### src/windowed_rms_meter_assert.svh
// Assertion macros shared by the RMS meter RTL.
`ifndef WINDOWED_RMS_METER_ASSERT_SVH
`define WINDOWED_RMS_METER_ASSERT_SVH

// Same-cycle implication, disabled while reset is held.
`define RMS_ASSERT_NOW(label, clk, rst_n, ante, cons, msg) \
    label: assert property (@(posedge clk) disable iff (!rst_n) (ante) |-> (cons)) \
        else $error(msg);

// Next-cycle implication, disabled while reset is held.
`define RMS_ASSERT_NXT(label, clk, rst_n, ante, cons, msg) \
    label: assert property (@(posedge clk) disable iff (!rst_n) (ante) |=> (cons)) \
        else $error(msg);

`endif

### src/rms_pkg.sv
// Package: widths, microcode format and control program of the RMS meter.
`default_nettype none

package rms_pkg;

    localparam int SAMPLE_BITS = 12;
    localparam int MAX_SAMPLES = 4096;

    localparam int COUNT_W   = $clog2(MAX_SAMPLES + 1);
    localparam int MEAN_W    = 2 * SAMPLE_BITS;
    localparam int SUM_W     = MEAN_W + COUNT_W;
    localparam int ROOT_W    = SAMPLE_BITS;
    localparam int OFFS_W    = 12;
    localparam int GAIN_W    = 20;
    localparam int GAIN_FRAC = 16;
    localparam int PROD_W    = ROOT_W + GAIN_W;
    localparam int SCALED_W  = 16;
    localparam int CFG_W     = GAIN_W;
    localparam int CFG_IDX_W = 1;

    localparam int DIV_STEPS  = MEAN_W;
    localparam int SQRT_STEPS = ROOT_W;
    localparam int ITER_W     = $clog2(DIV_STEPS);

    localparam int IN_DATA_W  = ((SAMPLE_BITS + 7) / 8) * 8;
    localparam int OUT_BITS   = ROOT_W + SCALED_W + COUNT_W;
    localparam int OUT_DATA_W = ((OUT_BITS + 7) / 8) * 8;

    localparam logic [OFFS_W-1:0] OFFSET_RESET = OFFS_W'(2048);
    localparam logic [GAIN_W-1:0] GAIN_RESET   = GAIN_W'(65536);

    // register indexes
    localparam logic [CFG_IDX_W-1:0] CFG_ZERO_OFFSET = 1'd0;
    localparam logic [CFG_IDX_W-1:0] CFG_VOLTS_GAIN  = 1'd1;

    typedef enum logic [3:0] {
        OP_WAIT,
        OP_SQUARE,
        OP_ACCUM,
        OP_DIV_INIT,
        OP_DIV_STEP,
        OP_SQRT_INIT,
        OP_SQRT_STEP,
        OP_SCALE,
        OP_WAIT_OUT,
        OP_EMIT
    } op_t;

    // jump is taken when the condition holds, else fall through to the next step
    typedef enum logic [2:0] {
        COND_ALWAYS,
        COND_NEVER,
        COND_NO_INPUT,
        COND_NOT_LAST,
        COND_ITER_MORE,
        COND_OUT_BUSY
    } cond_t;

    localparam int PC_W = 4;

    localparam logic [PC_W-1:0] STEP_WAIT      = 4'd0;
    localparam logic [PC_W-1:0] STEP_SQUARE    = 4'd1;
    localparam logic [PC_W-1:0] STEP_ACCUM     = 4'd2;
    localparam logic [PC_W-1:0] STEP_DIV_INIT  = 4'd3;
    localparam logic [PC_W-1:0] STEP_DIV       = 4'd4;
    localparam logic [PC_W-1:0] STEP_SQRT_INIT = 4'd5;
    localparam logic [PC_W-1:0] STEP_SQRT      = 4'd6;
    localparam logic [PC_W-1:0] STEP_SCALE     = 4'd7;
    localparam logic [PC_W-1:0] STEP_WAIT_OUT  = 4'd8;
    localparam logic [PC_W-1:0] STEP_EMIT      = 4'd9;

    typedef struct packed {
        op_t             op;
        cond_t           cond;
        logic [PC_W-1:0] target;
    } uword_t;

    typedef struct packed {
        op_t  op;
        logic in_fire;
    } dp_ctrl_t;

    typedef struct packed {
        logic last;
        logic iter_zero;
        logic out_busy;
    } dp_stat_t;

    // control store
    function automatic uword_t ucode(input logic [PC_W-1:0] pc);
        uword_t w;
        case (pc)
            STEP_WAIT:      w = '{OP_WAIT,      COND_NO_INPUT,  STEP_WAIT};
            STEP_SQUARE:    w = '{OP_SQUARE,    COND_NEVER,     STEP_WAIT};
            STEP_ACCUM:     w = '{OP_ACCUM,     COND_NOT_LAST,  STEP_WAIT};
            STEP_DIV_INIT:  w = '{OP_DIV_INIT,  COND_NEVER,     STEP_WAIT};
            STEP_DIV:       w = '{OP_DIV_STEP,  COND_ITER_MORE, STEP_DIV};
            STEP_SQRT_INIT: w = '{OP_SQRT_INIT, COND_NEVER,     STEP_WAIT};
            STEP_SQRT:      w = '{OP_SQRT_STEP, COND_ITER_MORE, STEP_SQRT};
            STEP_SCALE:     w = '{OP_SCALE,     COND_NEVER,     STEP_WAIT};
            STEP_WAIT_OUT:  w = '{OP_WAIT_OUT,  COND_OUT_BUSY,  STEP_WAIT_OUT};
            STEP_EMIT:      w = '{OP_EMIT,      COND_ALWAYS,    STEP_WAIT};
            default:        w = '{OP_WAIT,      COND_ALWAYS,    STEP_WAIT};
        endcase
        return w;
    endfunction

endpackage

`default_nettype wire

### src/rms_dp.sv
// Datapath of the RMS meter: accumulator, shared multiplier, divider, root, output register.
`default_nettype none
`include "windowed_rms_meter_assert.svh"

module rms_dp (
    input  wire logic                            clk,
    input  wire logic                            rst_n,
    input  wire rms_pkg::dp_ctrl_t               ctrl,
    output rms_pkg::dp_stat_t                    stat,
    input  wire logic                            cfg_we,
    input  wire logic [rms_pkg::CFG_IDX_W-1:0]   cfg_index,
    input  wire logic [rms_pkg::CFG_W-1:0]       cfg_data,
    input  wire logic [rms_pkg::SAMPLE_BITS-1:0] in_sample,
    input  wire logic                            in_last,
    input  wire logic                            out_ready,
    output logic                                 out_valid,
    output logic [rms_pkg::ROOT_W-1:0]           out_rms_counts,
    output logic [rms_pkg::SCALED_W-1:0]         out_rms_scaled,
    output logic [rms_pkg::COUNT_W-1:0]          out_window_samples,
    output logic                                 out_count_overflow
);
    import rms_pkg::*;

    localparam int DIFF_W = SAMPLE_BITS + 1;
    localparam int SQR_W  = ROOT_W + 3;

    logic [OFFS_W-1:0]      zero_offset_reg, zero_offset_next;
    logic [GAIN_W-1:0]      volts_gain_reg, volts_gain_next;
    logic [SUM_W-1:0]       sum_reg, sum_next;
    logic [COUNT_W-1:0]     count_reg, count_next;
    logic                   ovf_reg, ovf_next;
    logic [ITER_W-1:0]      iter_reg, iter_next;
    logic                   out_valid_reg, out_valid_next;

    logic [SAMPLE_BITS-1:0] sample_reg, sample_next;
    logic                   last_reg, last_next;
    logic [PROD_W-1:0]      prod_reg, prod_next;
    logic [COUNT_W-1:0]     div_rem_reg, div_rem_next;
    logic [MEAN_W-1:0]      quo_reg, quo_next;
    logic [ROOT_W:0]        sq_rem_reg, sq_rem_next;
    logic [ROOT_W-1:0]      root_reg, root_next;
    logic [ROOT_W-1:0]      res_root_reg, res_root_next;
    logic [SCALED_W-1:0]    res_scaled_reg, res_scaled_next;
    logic [COUNT_W-1:0]     res_count_reg, res_count_next;
    logic                   res_ovf_reg, res_ovf_next;

    logic [DIFF_W-1:0]      diff;
    logic [DIFF_W-1:0]      diff_abs;
    logic [ROOT_W-1:0]      mul_a;
    logic [GAIN_W-1:0]      mul_b;
    logic [COUNT_W:0]       div_trial;
    logic                   div_take;
    logic [SQR_W-1:0]       sq_part;
    logic [SQR_W-1:0]       sq_trial;
    logic                   sq_take;
    logic [PROD_W-1:0]      prod_shift;
    logic                   window_full;

    // offset sample magnitude; a negative difference is negated in full width
    assign diff     = {1'b0, sample_reg} - DIFF_W'(zero_offset_reg);
    assign diff_abs = diff[DIFF_W-1] ? (~diff + DIFF_W'(1)) : diff;

    // one multiplier serves the square and the gain
    always_comb
    begin
        case (ctrl.op)
            OP_SQUARE:
            begin
                mul_a = diff_abs[ROOT_W-1:0];
                mul_b = GAIN_W'(diff_abs[ROOT_W-1:0]);
            end
            default:
            begin
                mul_a = root_reg;
                mul_b = volts_gain_reg;
            end
        endcase
    end

    // restoring divide, one quotient bit a step; a zero count leaves the mean at zero
    assign div_trial = {div_rem_reg, quo_reg[MEAN_W-1]};
    assign div_take  = (count_reg != '0) && (div_trial >= {1'b0, count_reg});

    // digit-by-digit root, two radicand bits a step
    assign sq_part  = {sq_rem_reg, quo_reg[MEAN_W-1 -: 2]};
    assign sq_trial = SQR_W'({root_reg, 2'b01});
    assign sq_take  = (sq_part >= sq_trial);

    assign prod_shift  = prod_reg >> GAIN_FRAC;
    assign window_full = (count_reg == COUNT_W'(MAX_SAMPLES));

    always_comb
    begin
        zero_offset_next = zero_offset_reg;
        volts_gain_next  = volts_gain_reg;
        sum_next         = sum_reg;
        count_next       = count_reg;
        ovf_next         = ovf_reg;
        iter_next        = iter_reg;
        out_valid_next   = out_valid_reg;
        sample_next      = sample_reg;
        last_next        = last_reg;
        prod_next        = prod_reg;
        div_rem_next     = div_rem_reg;
        quo_next         = quo_reg;
        sq_rem_next      = sq_rem_reg;
        root_next        = root_reg;
        res_root_next    = res_root_reg;
        res_scaled_next  = res_scaled_reg;
        res_count_next   = res_count_reg;
        res_ovf_next     = res_ovf_reg;

        if (cfg_we)
        begin
            case (cfg_index)
                CFG_ZERO_OFFSET: zero_offset_next = cfg_data[OFFS_W-1:0];
                CFG_VOLTS_GAIN:  volts_gain_next  = cfg_data[GAIN_W-1:0];
                default:         ;
            endcase
        end

        if (out_valid_reg && out_ready)
            out_valid_next = 1'b0;

        case (ctrl.op)
            OP_WAIT:
            begin
                if (ctrl.in_fire)
                begin
                    sample_next = in_sample;
                    last_next   = in_last;
                end
            end
            OP_SQUARE, OP_SCALE:
            begin
                prod_next = PROD_W'(mul_a * mul_b);
            end
            OP_ACCUM:
            begin
                if (window_full)
                    ovf_next = 1'b1;
                else
                begin
                    sum_next   = sum_reg + SUM_W'(prod_reg[MEAN_W-1:0]);
                    count_next = count_reg + COUNT_W'(1);
                end
            end
            OP_DIV_INIT:
            begin
                div_rem_next = sum_reg[SUM_W-1:MEAN_W];
                quo_next     = sum_reg[MEAN_W-1:0];
                iter_next    = ITER_W'(DIV_STEPS - 1);
            end
            OP_DIV_STEP:
            begin
                div_rem_next = div_take ? COUNT_W'(div_trial - {1'b0, count_reg})
                                        : div_trial[COUNT_W-1:0];
                quo_next     = {quo_reg[MEAN_W-2:0], div_take};
                if (iter_reg != '0)
                    iter_next = iter_reg - ITER_W'(1);
            end
            OP_SQRT_INIT:
            begin
                sq_rem_next = '0;
                root_next   = '0;
                iter_next   = ITER_W'(SQRT_STEPS - 1);
            end
            OP_SQRT_STEP:
            begin
                sq_rem_next = sq_take ? (ROOT_W+1)'(sq_part - sq_trial)
                                      : sq_part[ROOT_W:0];
                root_next   = {root_reg[ROOT_W-2:0], sq_take};
                quo_next    = {quo_reg[MEAN_W-3:0], 2'b00};
                if (iter_reg != '0)
                    iter_next = iter_reg - ITER_W'(1);
            end
            OP_EMIT:
            begin
                res_root_next   = root_reg;
                res_scaled_next = (prod_shift > PROD_W'({SCALED_W{1'b1}}))
                                  ? {SCALED_W{1'b1}} : prod_shift[SCALED_W-1:0];
                res_count_next  = count_reg;
                res_ovf_next    = ovf_reg;
                out_valid_next  = 1'b1;
                sum_next        = '0;
                count_next      = '0;
                ovf_next        = 1'b0;
            end
            default: ;
        endcase
    end

    always_ff @(posedge clk or negedge rst_n)
    begin
        if (!rst_n)
        begin
            zero_offset_reg <= OFFSET_RESET;
            volts_gain_reg  <= GAIN_RESET;
            sum_reg         <= '0;
            count_reg       <= '0;
            ovf_reg         <= 1'b0;
            iter_reg        <= '0;
            out_valid_reg   <= 1'b0;
        end
        else
        begin
            zero_offset_reg <= zero_offset_next;
            volts_gain_reg  <= volts_gain_next;
            sum_reg         <= sum_next;
            count_reg       <= count_next;
            ovf_reg         <= ovf_next;
            iter_reg        <= iter_next;
            out_valid_reg   <= out_valid_next;
        end
    end

    always_ff @(posedge clk)
    begin
        sample_reg     <= sample_next;
        last_reg       <= last_next;
        prod_reg       <= prod_next;
        div_rem_reg    <= div_rem_next;
        quo_reg        <= quo_next;
        sq_rem_reg     <= sq_rem_next;
        root_reg       <= root_next;
        res_root_reg   <= res_root_next;
        res_scaled_reg <= res_scaled_next;
        res_count_reg  <= res_count_next;
        res_ovf_reg    <= res_ovf_next;
    end

    assign stat.last      = last_reg;
    assign stat.iter_zero = (iter_reg == '0);
    assign stat.out_busy  = out_valid_reg;

    assign out_valid          = out_valid_reg;
    assign out_rms_counts     = res_root_reg;
    assign out_rms_scaled     = res_scaled_reg;
    assign out_window_samples = res_count_reg;
    assign out_count_overflow = res_ovf_reg;

    `RMS_ASSERT_NOW(a_count_bound, clk, rst_n, 1'b1, count_reg <= COUNT_W'(MAX_SAMPLES), "sample count beyond window limit")
    `RMS_ASSERT_NXT(a_emit_clears, clk, rst_n, ctrl.op == OP_EMIT, count_reg == '0 && !ovf_reg && out_valid_reg, "window state not cleared at close")
    `RMS_ASSERT_NOW(a_emit_free, clk, rst_n, ctrl.op == OP_EMIT, !out_valid_reg, "result written over an unread one")

endmodule

`default_nettype wire

### src/windowed_rms_meter.sv
// Top level of the windowed RMS meter: microcode sequencer and stream ports.
//
// Input stream s_axis: one 12-bit ADC sample per item, tlast closes the window.
// Output stream m_axis: one result per closed window: RMS in ADC counts, the
// same scaled by the Q4.16 gain, the sample count and an overflow flag.
// Configuration: cfg_we with cfg_index 0 writes the zero offset, index 1 the
// gain; write only while the meter is idle.
// A mid-window item passes the accept, square and accumulate steps; s_axis_tready is
// high only in the accept step, so a sample is not taken before the last is done.
// A closing item runs on through the divide setup, a 24-step restoring divide, the
// root setup, a 12-step root, the scale step, a wait while the output register is
// still unread, and the emit step that raises m_axis_tvalid.
// The result sits in an output register; the sequencer goes back to sampling
// at once, and only stalls at the next window close while that register is
// still unread. Everything held by m_axis_tready is the last result.
// Reset clears the sum, count and overflow flag, restores the offset to 2048
// and the gain to 1.0, and drops m_axis_tvalid.
`default_nettype none
`include "windowed_rms_meter_assert.svh"

module windowed_rms_meter (
    input  wire logic                           clk,
    input  wire logic                           rst_n,
    input  wire logic                           cfg_we,
    input  wire logic [rms_pkg::CFG_IDX_W-1:0]  cfg_index,
    input  wire logic [rms_pkg::CFG_W-1:0]      cfg_data,
    input  wire logic                           s_axis_tvalid,
    output logic                                s_axis_tready,
    input  wire logic [rms_pkg::IN_DATA_W-1:0]  s_axis_tdata,  // sample
    input  wire logic                           s_axis_tlast,  // last_in_window
    output logic                                m_axis_tvalid,
    input  wire logic                           m_axis_tready,
    // rms_counts, rms_scaled, window_samples
    output logic [rms_pkg::OUT_DATA_W-1:0]      m_axis_tdata,
    output logic [0:0]                          m_axis_tuser   // count_overflow
);
    import rms_pkg::*;

    logic [PC_W-1:0]     pc_reg, pc_next;
    uword_t              uw;
    logic                take;
    dp_ctrl_t            ctrl;
    dp_stat_t            stat;
    logic [ROOT_W-1:0]   rms_counts;
    logic [SCALED_W-1:0] rms_scaled;
    logic [COUNT_W-1:0]  window_samples;
    logic                count_overflow;

    assign uw = ucode(pc_reg);

    always_comb
    begin
        case (uw.cond)
            COND_ALWAYS:    take = 1'b1;
            COND_NEVER:     take = 1'b0;
            COND_NO_INPUT:  take = !s_axis_tvalid;
            COND_NOT_LAST:  take = !stat.last;
            COND_ITER_MORE: take = !stat.iter_zero;
            COND_OUT_BUSY:  take = stat.out_busy;
            default:        take = 1'b1;
        endcase
        pc_next = take ? uw.target : pc_reg + PC_W'(1);
    end

    always_ff @(posedge clk or negedge rst_n)
    begin
        if (!rst_n)
            pc_reg <= STEP_WAIT;
        else
            pc_reg <= pc_next;
    end

    assign s_axis_tready = (uw.op == OP_WAIT);
    assign ctrl.op       = uw.op;
    assign ctrl.in_fire  = s_axis_tvalid && s_axis_tready;

    rms_dp u_dp (
        .clk                (clk),
        .rst_n              (rst_n),
        .ctrl               (ctrl),
        .stat               (stat),
        .cfg_we             (cfg_we),
        .cfg_index          (cfg_index),
        .cfg_data           (cfg_data),
        .in_sample          (s_axis_tdata[SAMPLE_BITS-1:0]),
        .in_last            (s_axis_tlast),
        .out_ready          (m_axis_tready),
        .out_valid          (m_axis_tvalid),
        .out_rms_counts     (rms_counts),
        .out_rms_scaled     (rms_scaled),
        .out_window_samples (window_samples),
        .out_count_overflow (count_overflow)
    );

    assign m_axis_tdata = OUT_DATA_W'({window_samples, rms_scaled, rms_counts});
    assign m_axis_tuser = count_overflow;

    `RMS_ASSERT_NXT(a_accept_square, clk, rst_n, s_axis_tvalid && s_axis_tready, pc_reg == STEP_SQUARE, "accepted item not squared next")
    `RMS_ASSERT_NOW(a_pc_range, clk, rst_n, 1'b1, pc_reg <= STEP_EMIT, "step counter outside program")
    `RMS_ASSERT_NOW(a_result_source, clk, rst_n, $rose(m_axis_tvalid), $past(pc_reg) == STEP_EMIT, "result raised outside emit step")

endmodule

`default_nettype wire

### config.mk
export PLATFORM = sky130hd
export DESIGN_NAME = windowed_rms_meter
export DESIGN_NICKNAME = d
export VERILOG_FILES = /design/src/rms_pkg.sv /design/src/rms_dp.sv /design/src/windowed_rms_meter.sv
export VERILOG_INCLUDE_DIRS = /design/src /design/src/src
export SDC_FILE = /design/constraint.sdc
export NUM_CORES = 1
export LEC_CHECK = 0
export BUFFER_PORTS_ARGS = -buffer_cell sky130_fd_sc_hd__buf_2
export CAP_MARGIN = 20
export CELL_PAD_IN_SITES_DETAIL_PLACEMENT = 1
export CELL_PAD_IN_SITES_GLOBAL_PLACEMENT = 1
export CORE_ASPECT_RATIO = 1.75
export CORE_MARGIN = 1.5
export CORE_UTILIZATION = 45
export CTS_BUF_LIST = sky130_fd_sc_hd__clkbuf_4 sky130_fd_sc_hd__clkbuf_8 sky130_fd_sc_hd__clkbuf_16
export DETAILED_ROUTE_END_ITERATION = 7
export PLACE_DENSITY_LB_ADDON = 0.15
export SLEW_MARGIN = 10
export SYNTH_ARGS = -nofsm -noshare
export SYNTH_HDL_FRONTEND = slang
export SYNTH_HIERARCHICAL = 1
export SYNTH_SLANG_ARGS = --single-unit
export TNS_END_PERCENT = 10
### constraint.sdc
create_clock -name clk -period 8.8 [get_ports clk]
set_clock_uncertainty 0.2 [all_clocks]
set_input_delay 0.88 -clock clk [delete_from_list [all_inputs] [get_ports clk]]
set_output_delay 0.88 -clock clk [all_outputs]
set_load 0.005 [all_outputs]
# After elaboration in Yosys (flattened, before gate mapping)

Memories as Yosys holds them, arrays and structs flattened.
Index checks and enable logic that the tools add are counted.

Bits in registers: 242
Bits in read-only memories: 160
Output and inout bits: 51
Word-level logic and storage cells: 96
Memories: 1

Memory list:

| memory           | words | width | read ports | clocked after memory_dff | write ports | line          | RTL |
|---|---|---|---|---|---|---|---|
| (name not given) | 16    | 10    | 1          | 0                        | 0           | rms_pkg.sv:92 | `case (pc)` |

Add/sub/neg operators: 8
Multiply operators: 1
$lt $le $gt $ge: 3
Equality and inequality tests: 17
Mux-type cells: 21
Bitwise operators: 2
Reductions and logical operators: 24

Operator list:

| kind                                           | number |
|---|---|
| case mux 13 bit (2 select lines)               | 3 |
| case mux 37 bit (2 select lines)               | 1 |
| case mux 24 bit (3 select lines)               | 1 |
| two-way mux 13 bit                             | 3 |
| adder 37 x 24 -> 37 bit                        | 1 |
| two-way mux 37 bit                             | 1 |
| multiplier 12 x 20 -> 32 bit                   | 1 |
| subtractor 13 bit                              | 2 |
| two-way mux 12 bit                             | 2 |
| case mux 12 bit (2 select lines)               | 1 |
| two-way mux 20 bit                             | 1 |
| == test 4 x 3 -> 1 bit (second input constant) | 4 |
| > comparator 16 bit (second input constant)    | 1 |
| greater-or-equal comparator 15 x 14 -> 1 bit   | 1 |
| case mux 5 bit (3 select lines)                | 1 |
| greater-or-equal comparator 14 x 13 -> 1 bit   | 1 |
| adder 13 x 1 -> 13 bit (second input constant) | 1 |
| == test 13 bit (second input constant)         | 1 |
| nonzero test 13 bit                            | 1 |
| subtractor 12 x 12 -> 13 bit                   | 1 |
| adder 12 x 1 -> 12 bit (second input constant) | 1 |
| inverter 12 bit                                | 1 |
| AND reduction 2 bit                            | 6 |
| == test 4 x 2 -> 1 bit (second input constant) | 2 |
| 23 further kinds                               | 37 |

# Logic depth before layout (Yosys ltp)

Gate-level depths: netlist of run 1.

Depth after elaboration: 6
Gate-level depth with buffers: 37
Mapped depth without buffers: 35

# Hierarchy

The synthesis of run 1 kept the hierarchy.

By module, submodules not included:

| module             | times used | cells each | area each (sq um) | sequential area each (sq um) |
|---|---|---|---|---|
| rms_dp             | 1          | 2,151      | 20,307.0          | 6,703.9 |
| windowed_rms_meter | 1          | 48         | 409.1             | 100.1 |

# Least setup slack after synthesis of run 1

Ideal clock, no wire load.

Kind: flip-flop to flip-flop
Start: register u_dp.sample_reg[0]
End: register u_dp.prod_reg[30], data pin
Data arrival time: 7.793 ns
Data required time: 8.335 ns
Setup slack: 0.542 ns
Stages on the path, launching flop included: 36
Buffers on the path: 1
Period minus slack after synthesis: 8.258 ns
Cells stage by stage: edfxtp_1 inv_1 ha_1 inv_1 fa_1 a21o_1 a21oi_1 o21a_1 o31ai_1 a31o_2 buf_2 a41oi_1 xor2_1 nand2_1 o21ai_1 nor2_1 fa_1 inv_1 fa_1 inv_1 fa_1 fa_1 inv_1 fa_1 inv_1 ha_1 a21o_1 a21o_1 a21oi_1 nor2_1 a2111oi_1 o22a_1 a311oi_1 o21ai_1 o21ai_0 xor2_1

Cells in the longest elaborated chain, start to end: 6
Elaborated cells on any way between the ends: 7

Ends and longest elaborated chain:

| element                                                         | line          | RTL |
|---|---|---|
| from (decl)                                                     | rms_dp.sv:35  | `logic [SAMPLE_BITS-1:0] sample_reg, sample_next;` |
| from (signal assigned)                                          | rms_dp.sv:219 | `sample_reg <= sample_next;` |
| subtractor 12 x 12 -> 13 bit (*)                                | rms_dp.sv:60  | `assign diff = {1'b0, sample_reg} - DIFF_W'(zero_offset_reg);` |
| inverter 12 bit                                                 | rms_dp.sv:61  | `assign diff_abs = diff[DIFF_W-1] ? (~diff + DIFF_W'(1)) : diff;` |
| adder 12 x 1 -> 12 bit                                          | rms_dp.sv:61  |  |
| two-way mux 12 bit (*)                                          | rms_dp.sv:61  |  |
| two-way mux 12 bit / two-way mux 20 bit (equally long branches) | rms_dp.sv:66  | `case (ctrl.op)` |
| multiplier 12 x 20 -> 32 bit (*)                                | rms_dp.sv:136 | `prod_next = PROD_W'(mul_a * mul_b);` |
| to (signal assigned)                                            | rms_dp.sv:221 | `prod_reg <= prod_next;` |
| to (decl)                                                       | rms_dp.sv:37  | `logic [PROD_W-1:0] prod_reg, prod_next;` |

Every way passes the cells marked *; elsewhere a longest branch is shown, timed or not.
A chain may end at the register's enable or synchronous reset.

# Worst setup path in the final report of run 1

Ends and elaborated chain as after synthesis.

==> metrics, run 1 <==
global-route wire length before repair approximately 92,000 µm; critical path class flop to flop; clk root buf clkbuf_16; Unique masters post-synth 73; DP HPWL between 40,000 and 50,000 µm; chip width about 170 µm; clock latency on the worst-skew pair slightly below 0.6 ns; WL/cell approximately 20 µm; reg2reg end u_dp/prod_reg[30]$_DFFE_PP_; fin crit share 0.959; slowest stage cell, crit path fa_1; cell with the most instances after synthesis inv_1; FF-to-FF Start u_dp/sample_reg[0]$_DFFE_PP_; Avg Cell Area, Syn 9.42 µm²; Layout fillers a little over 5k; GPL Wtd Cong 0.897; status finished clean; nets ~2.7k; max reg flops 37; initial antenna violation count 0; final instance area 0.0231 mm²; area of the multi-input gates approximately 0.012 mm²; Synth async-reset ratio 0.384; I/O Buffers 82; required time worst endpoint 8.91 ns; Core Area approximately 0.045 mm²; DRT Wirelength 57,400 µm; max cap viols 0; vias in the first global route 17.9k; Die Ht around 290 µm; number of enable flip-flop cells after synthesis roughly 150; Synth Register Bits about 240; All-Layer GR Usage 0.252; RSZ-0062 raised after global routing yes; post-synth top area share 0.216; Initial DRT Pass Iterations 4; minimum clock period around 8.4 ns; drt initial violations a little under 600; Yosys warnings 6; Final Hold Vio Count 0; H-tree Lvls 1; synth top area cells edfxtp_1 (22%), fa_1 (18%), dfrtp_1 (11%); slew margin rel. 0.393; diode count 0; Initial Utilization 0.458; Sinks on Clock Net between 200 and 250; Vias around 16k; vias per cell roughly 5.5; Ports 94; largest net degree at the start of global routing 58; row count just over 100; Die Area 0.0474 mm²; Min-Delay Path Class input pin to async pin; Synth top cells by count inv_1 (315), nand2_1 (258), nor2_1 (184); CTS clk-pin slew, worst paths approximately 0.06 ns; post-synth top area cell edfxtp_1; CTS buffer count 26; Post-Syn Area about 0.021 mm²; Arrival @ worst endpoint 8.55 ns; hold_buf cts 0; Post-DP Area approximately 0.022 mm²; CTS tree built; P&R area growth vs syn 11.4%; Top FF cell, synth edfxtp_1; top fanout value on the critical path 13; Crit path largest cell delay 0.55 ns; setup violators final 0; Max Root-Sink Buffers 3; total congestion overflow 0; worst reg2reg path depth 35; max frequency between 100 and 150 MHz; Slew Viols, Final 0; DRC Markers 0; r2r setup slk 0.36 ns; Syn Inst Count roughly 2.2k; Antenna Nets Post-Route 0; Register Area 0.00680 mm²; Seq/Total Area, Yosys 0.328; layout cells sized above 1 0.115; Worst Tran Pin Value between 0.9 and 1 ns; Setup crit end kind flop; Setup crit start kind flop
==> critical path, delay by kind of cell (launching register included) <==
kind | cells | cell delay, ns
compound gates | 13 | 2.24
xor+xnor | 1 | 0.16
buf+inv | 8 | 0.81
simple gates | 5 | 0.96
fa+ha+maj | 8 | 3.42
flops | 1 | 0.38
==> how the worst max path moves through the flow <==
| stage | startpoint | slack (ns) | endpoint | cells after the start |
|---|---|---|---|---|
| 2_1_floorplan | u_dp/sample_reg[0]$_DFFE_PP_ | 0.54 | u_dp/prod_reg[30]$_DFFE_PP_ | 35 |
| 3_3_place_gp | u_dp/sample_reg[0]$_DFFE_PP_ | 0.06 | u_dp/prod_reg[30]$_DFFE_PP_ | 35 |
| 3_5_place_dp | u_dp/sample_reg[0]$_DFFE_PP_ | -0.17 | u_dp/prod_reg[30]$_DFFE_PP_ | 35 |
| 4_1_cts | u_dp/sample_reg[0]$_DFFE_PP_ | 0.01 | u_dp/prod_reg[30]$_DFFE_PP_ | 34 |
| 5_1_grt | u_dp/sample_reg[0]$_DFFE_PP_ | -0.04 | u_dp/prod_reg[30]$_DFFE_PP_ | 35 |
| 6_report | u_dp/sample_reg[0]$_DFFE_PP_ | 0.36 | u_dp/prod_reg[30]$_DFFE_PP_ | 35 |
==> per-stage QoR <==
stage | hold WS [ns] | setup TNS [ns] | cells | setup WS (ns) | utilization
floorplan | 0.200 | 0 | 2205 | 0.542 | -
global placement | 0.202 | 0 | 2823 | 0.0630 | 0.484
detailed placement | 0.206 | -0.475 | 2823 | -0.166 | 0.484
CTS | 0.0969 | 0 | 2871 | 0.0103 | 0.505
global route | 0.137 | -0.0551 | 2885 | -0.0429 | 0.510
finish | 0.0905 | 0 | 2885 | 0.361 | 0.510
==> metal layers <==
layer  global-route usage  part of all wire  up-vias
li1                     -                 -     7456
met1                0.238              0.34     7982
met2                0.512              0.58      271
met3               0.0205             0.021      165
met4                0.145             0.063        0
met5                    0                 0        -
==> placed cells by master (no fill, tap or decap), types with 10 or more instances in the layout <==
cell	n
a21o_1	31
or3_1	10
and2_1	17
o21ai_0	139
nand2b_1	23
o21ai_1	14
xnor2_1	61
mux2_2	21
a21oi_1	66
inv_1	314
dfrtp_1	91
buf_2	81
a31oi_1	14
mux2i_1	38
o21a_1	18
nor2b_1	26
nand4_1	12
edfxtp_1	149
fa_1	182
and3_1	34
ha_1	142
xor2_1	30
nor2_1	181
nand3_1	65
nor3_1	29
clkbuf_16	28
buf_4	64
nand2_1	256
==> cell families after synthesis <==
group           count (synthesis)  synth area share
buf+inv                       410            0.0771
flops                         242             0.328
xor+xnor                       91            0.0385
simple gates                  692             0.151
other cells                     1          0.000181
compound gates                379             0.112
fa+ha+maj                     325             0.263
mux                            59            0.0298
==> final cells by class <==
type,count,share of cell area
multi-input combinational,1553,0.541
inverter,316,0.0514
clock buffer,33,0.0323
sequential,242,0.295
tap,577,0.0313
clock inverter,15,0.00846
timing repair buffer,149,0.0409
==> what timing repair did <==
action / CTS / global route
pin swaps: 0 / 9
gates resized for setup: 4 / 38
setup endpoints to repair: 5 / 12
cloned: 0 / 2
setup buffers: 0 / 11
Power of run 1 is left out: the tool's default activity adds up to more than one toggle a clock period on the data nets, which glitch-free logic cannot reach.
==> inputs of run 2 (changes only) <==
--- a/config.mk
+++ b/config.mk
@@ -16,6 +16,7 @@
 export CTS_BUF_LIST = sky130_fd_sc_hd__clkbuf_4 sky130_fd_sc_hd__clkbuf_8 sky130_fd_sc_hd__clkbuf_16
 export DETAILED_ROUTE_END_ITERATION = 7
 export PLACE_DENSITY_LB_ADDON = 0.15
+export RECOVER_POWER = 50
 export SLEW_MARGIN = 10
 export SYNTH_ARGS = -nofsm -noshare
 export SYNTH_HDL_FRONTEND = slang
==> run 2 against run 1 <==
Setup slack worse by 0.0084 ns. Hold slack better by 0.13 ns. Fmax hardly changed. Routed wire length is 0.13% lower. Via count hardly changed. Sequential share of layout area is 0.091 points higher. Register-to-register slack hardly changed. Highest routed layer unchanged. Cell count stayed put. The flow now finishes with violations (max-capacitance violations, max-slew violations).
==> metrics, run 2 (same netlist as run 1, synthesis figures left out) <==
status finished, violations left; failing checks max-capacitance violations, max-slew violations; slew margin rel. -1.11 (-1.50); clk root buf clkbuf_16; CTS buffer count 26 (unchanged); chip width 165 µm (unchanged); Slew Viols, Final 167 (+167); required time worst endpoint 8.91 ns (about the same); setup violators final 0 (unchanged); diode count 0 (unchanged); DRT Wirelength 57,300 µm (-0.13%); Arrival @ worst endpoint 8.56 ns (about the same); commonest cells after routing, fill and taps aside inv_1 (314), nand2_1 (256), fa_1 (182); Antenna Nets Post-Route 0 (unchanged); max reg flops 37 (unchanged); vias in the first global route 17.9k (unchanged); drt initial violations 548 (-5.2%); P&R area growth vs syn 11.1%; Hold EP u_dp/out_rms_scaled[8]$_DFFE_PP_; hold_buf cts 0 (unchanged); FF-to-FF Start u_dp/sample_reg[0]$_DFFE_PP_; CP startpoint u_dp/sample_reg[0]$_DFFE_PP_; Core Area 0.0452 mm² (unchanged); vias per cell 5.50 (about the same); worst reg2reg path depth 35 (unchanged); row count 103 (unchanged); fin crit share 0.960 (about the same); Hold Path Cell Cnt 0; global-route wire length before repair 92,300 µm (unchanged); All-Layer GR Usage 0.252 (unchanged); largest net degree at the start of global routing 58 (unchanged); layout cells sized above 1 0.0984 (-0.0169); max cap viols 4 (+4); total congestion overflow 0 (unchanged); r2r setup slk 0.35 ns (about the same); initial antenna violation count 0 (unchanged); DP HPWL 46,800 µm (unchanged); CTS tree built; Die Area 0.0474 mm² (unchanged); CTS clk-pin slew, worst paths 0.06 ns (about the same); Final Hold Vio Count 0 (unchanged); Min-Delay Path Class flop to flop; minimum clock period 8.45 ns (+0.00836 ns); H-tree Lvls 1 (unchanged); I/O Buffers 82 (unchanged); WL/cell 19.9 µm (-0.13%); Initial Utilization 0.458 (unchanged); critical path class flop to flop; Setup crit end kind flop; RSZ-0062 raised after global routing yes; Hold Path Origin u_dp/prod_reg[24]$_DFFE_PP_; Setup crit start kind flop; reg2reg end u_dp/prod_reg[30]$_DFFE_PP_; max frequency 118 MHz (about the same); GPL Wtd Cong 0.897 (unchanged); Max Root-Sink Buffers 3 (unchanged); Final Hold Slack 0.218 ns (+0.128 ns); Sinks on Clock Net 242 (unchanged); Initial DRT Pass Iterations 4 (unchanged); top fanout value on the critical path 13 (unchanged); most common cell after layout, fill and taps aside inv_1; Die Ht 287 µm (unchanged); Crit path largest cell delay 0.55 ns (about the same); Ports 94 (unchanged); Vias 15.9k (-0.044%); clock latency on the worst-skew pair 0.59 ns (about the same); DRC Markers 0 (unchanged); Worst Tran Pin Value 3.16 ns (+2.25 ns); slowest stage cell, crit path fa_1; nets 2,656 (unchanged)
run 2: per-stage QoR:
| stage | setup WS [ns] | TNS, ns | area (µm²) | util | instances |
|---|---|---|---|---|---|
| 2_1_floorplan | 0.542 | 0 | 20700 | - | 2205 |
| 3_3_place_gp | 0.0630 | 0 | 21900 | 0.484 | 2823 |
| 3_5_place_dp | -0.166 | -0.475 | 21900 | 0.484 | 2823 |
| 4_1_cts | 0.0103 | 0 | 22800 | 0.505 | 2871 |
| 5_1_grt | -0.0429 | -0.0551 | 23000 | 0.509 | 2885 |
| 6_report | 0.353 | 0 | 23000 | 0.509 | 2885 |
run 2: critical path, delay by kind of cell, from the launching register on:
kind                       cells  cell delay, ns
DFF                            1            0.38
AOI/OAI and AO/OA             13            2.24
xor gates and xnor gates       1            0.16
buffers and inverters          8            0.80
adders and majority gates      8            3.43
and+or+nand+nor                5            0.96
run 2: final cells by class:
type / instances / area, µm²
Fill cell: 5215 / 22200
Inverter: 316 / 1190
Sequential cell: 242 / 6800
Clock inverter: 15 / 195
Multi-Input combinational cell: 1553 / 12500
Timing Repair Buffer: 149 / 883
Tap cell: 577 / 722
Clock buffer: 33 / 746
run 2: per-layer routing:
metal / part of all wire / up-vias / global-route usage
li1: - / 7462 / -
met1: 0.34 / 7964 / 0.238
met2: 0.58 / 274 / 0.512
met3: 0.022 / 167 / 0.0205
met4: 0.063 / 0 / 0.145
met5: 0 / - / 0
run 2: worst max path at each step:
stage	to	slack, ns	cells past startpoint
after floorplan	u_dp/prod_reg[30]$_DFFE_PP_	0.54	35
after detailed placement	u_dp/prod_reg[30]$_DFFE_PP_	-0.17	35
after global placement	u_dp/prod_reg[30]$_DFFE_PP_	0.06	35
after CTS	u_dp/prod_reg[30]$_DFFE_PP_	0.01	34
after global routing	u_dp/prod_reg[30]$_DFFE_PP_	-0.04	35
final	u_dp/prod_reg[30]$_DFFE_PP_	0.35	35
run 2: repair_timing:
item / CTS / global route
cloned: 0 / 2
setup endpoints to repair: 5 / 12
resized for setup: 4 / 38
setup buffers: 0 / 11
pin swaps: 0 / 9
Power of run 2 is left out for the same reason.
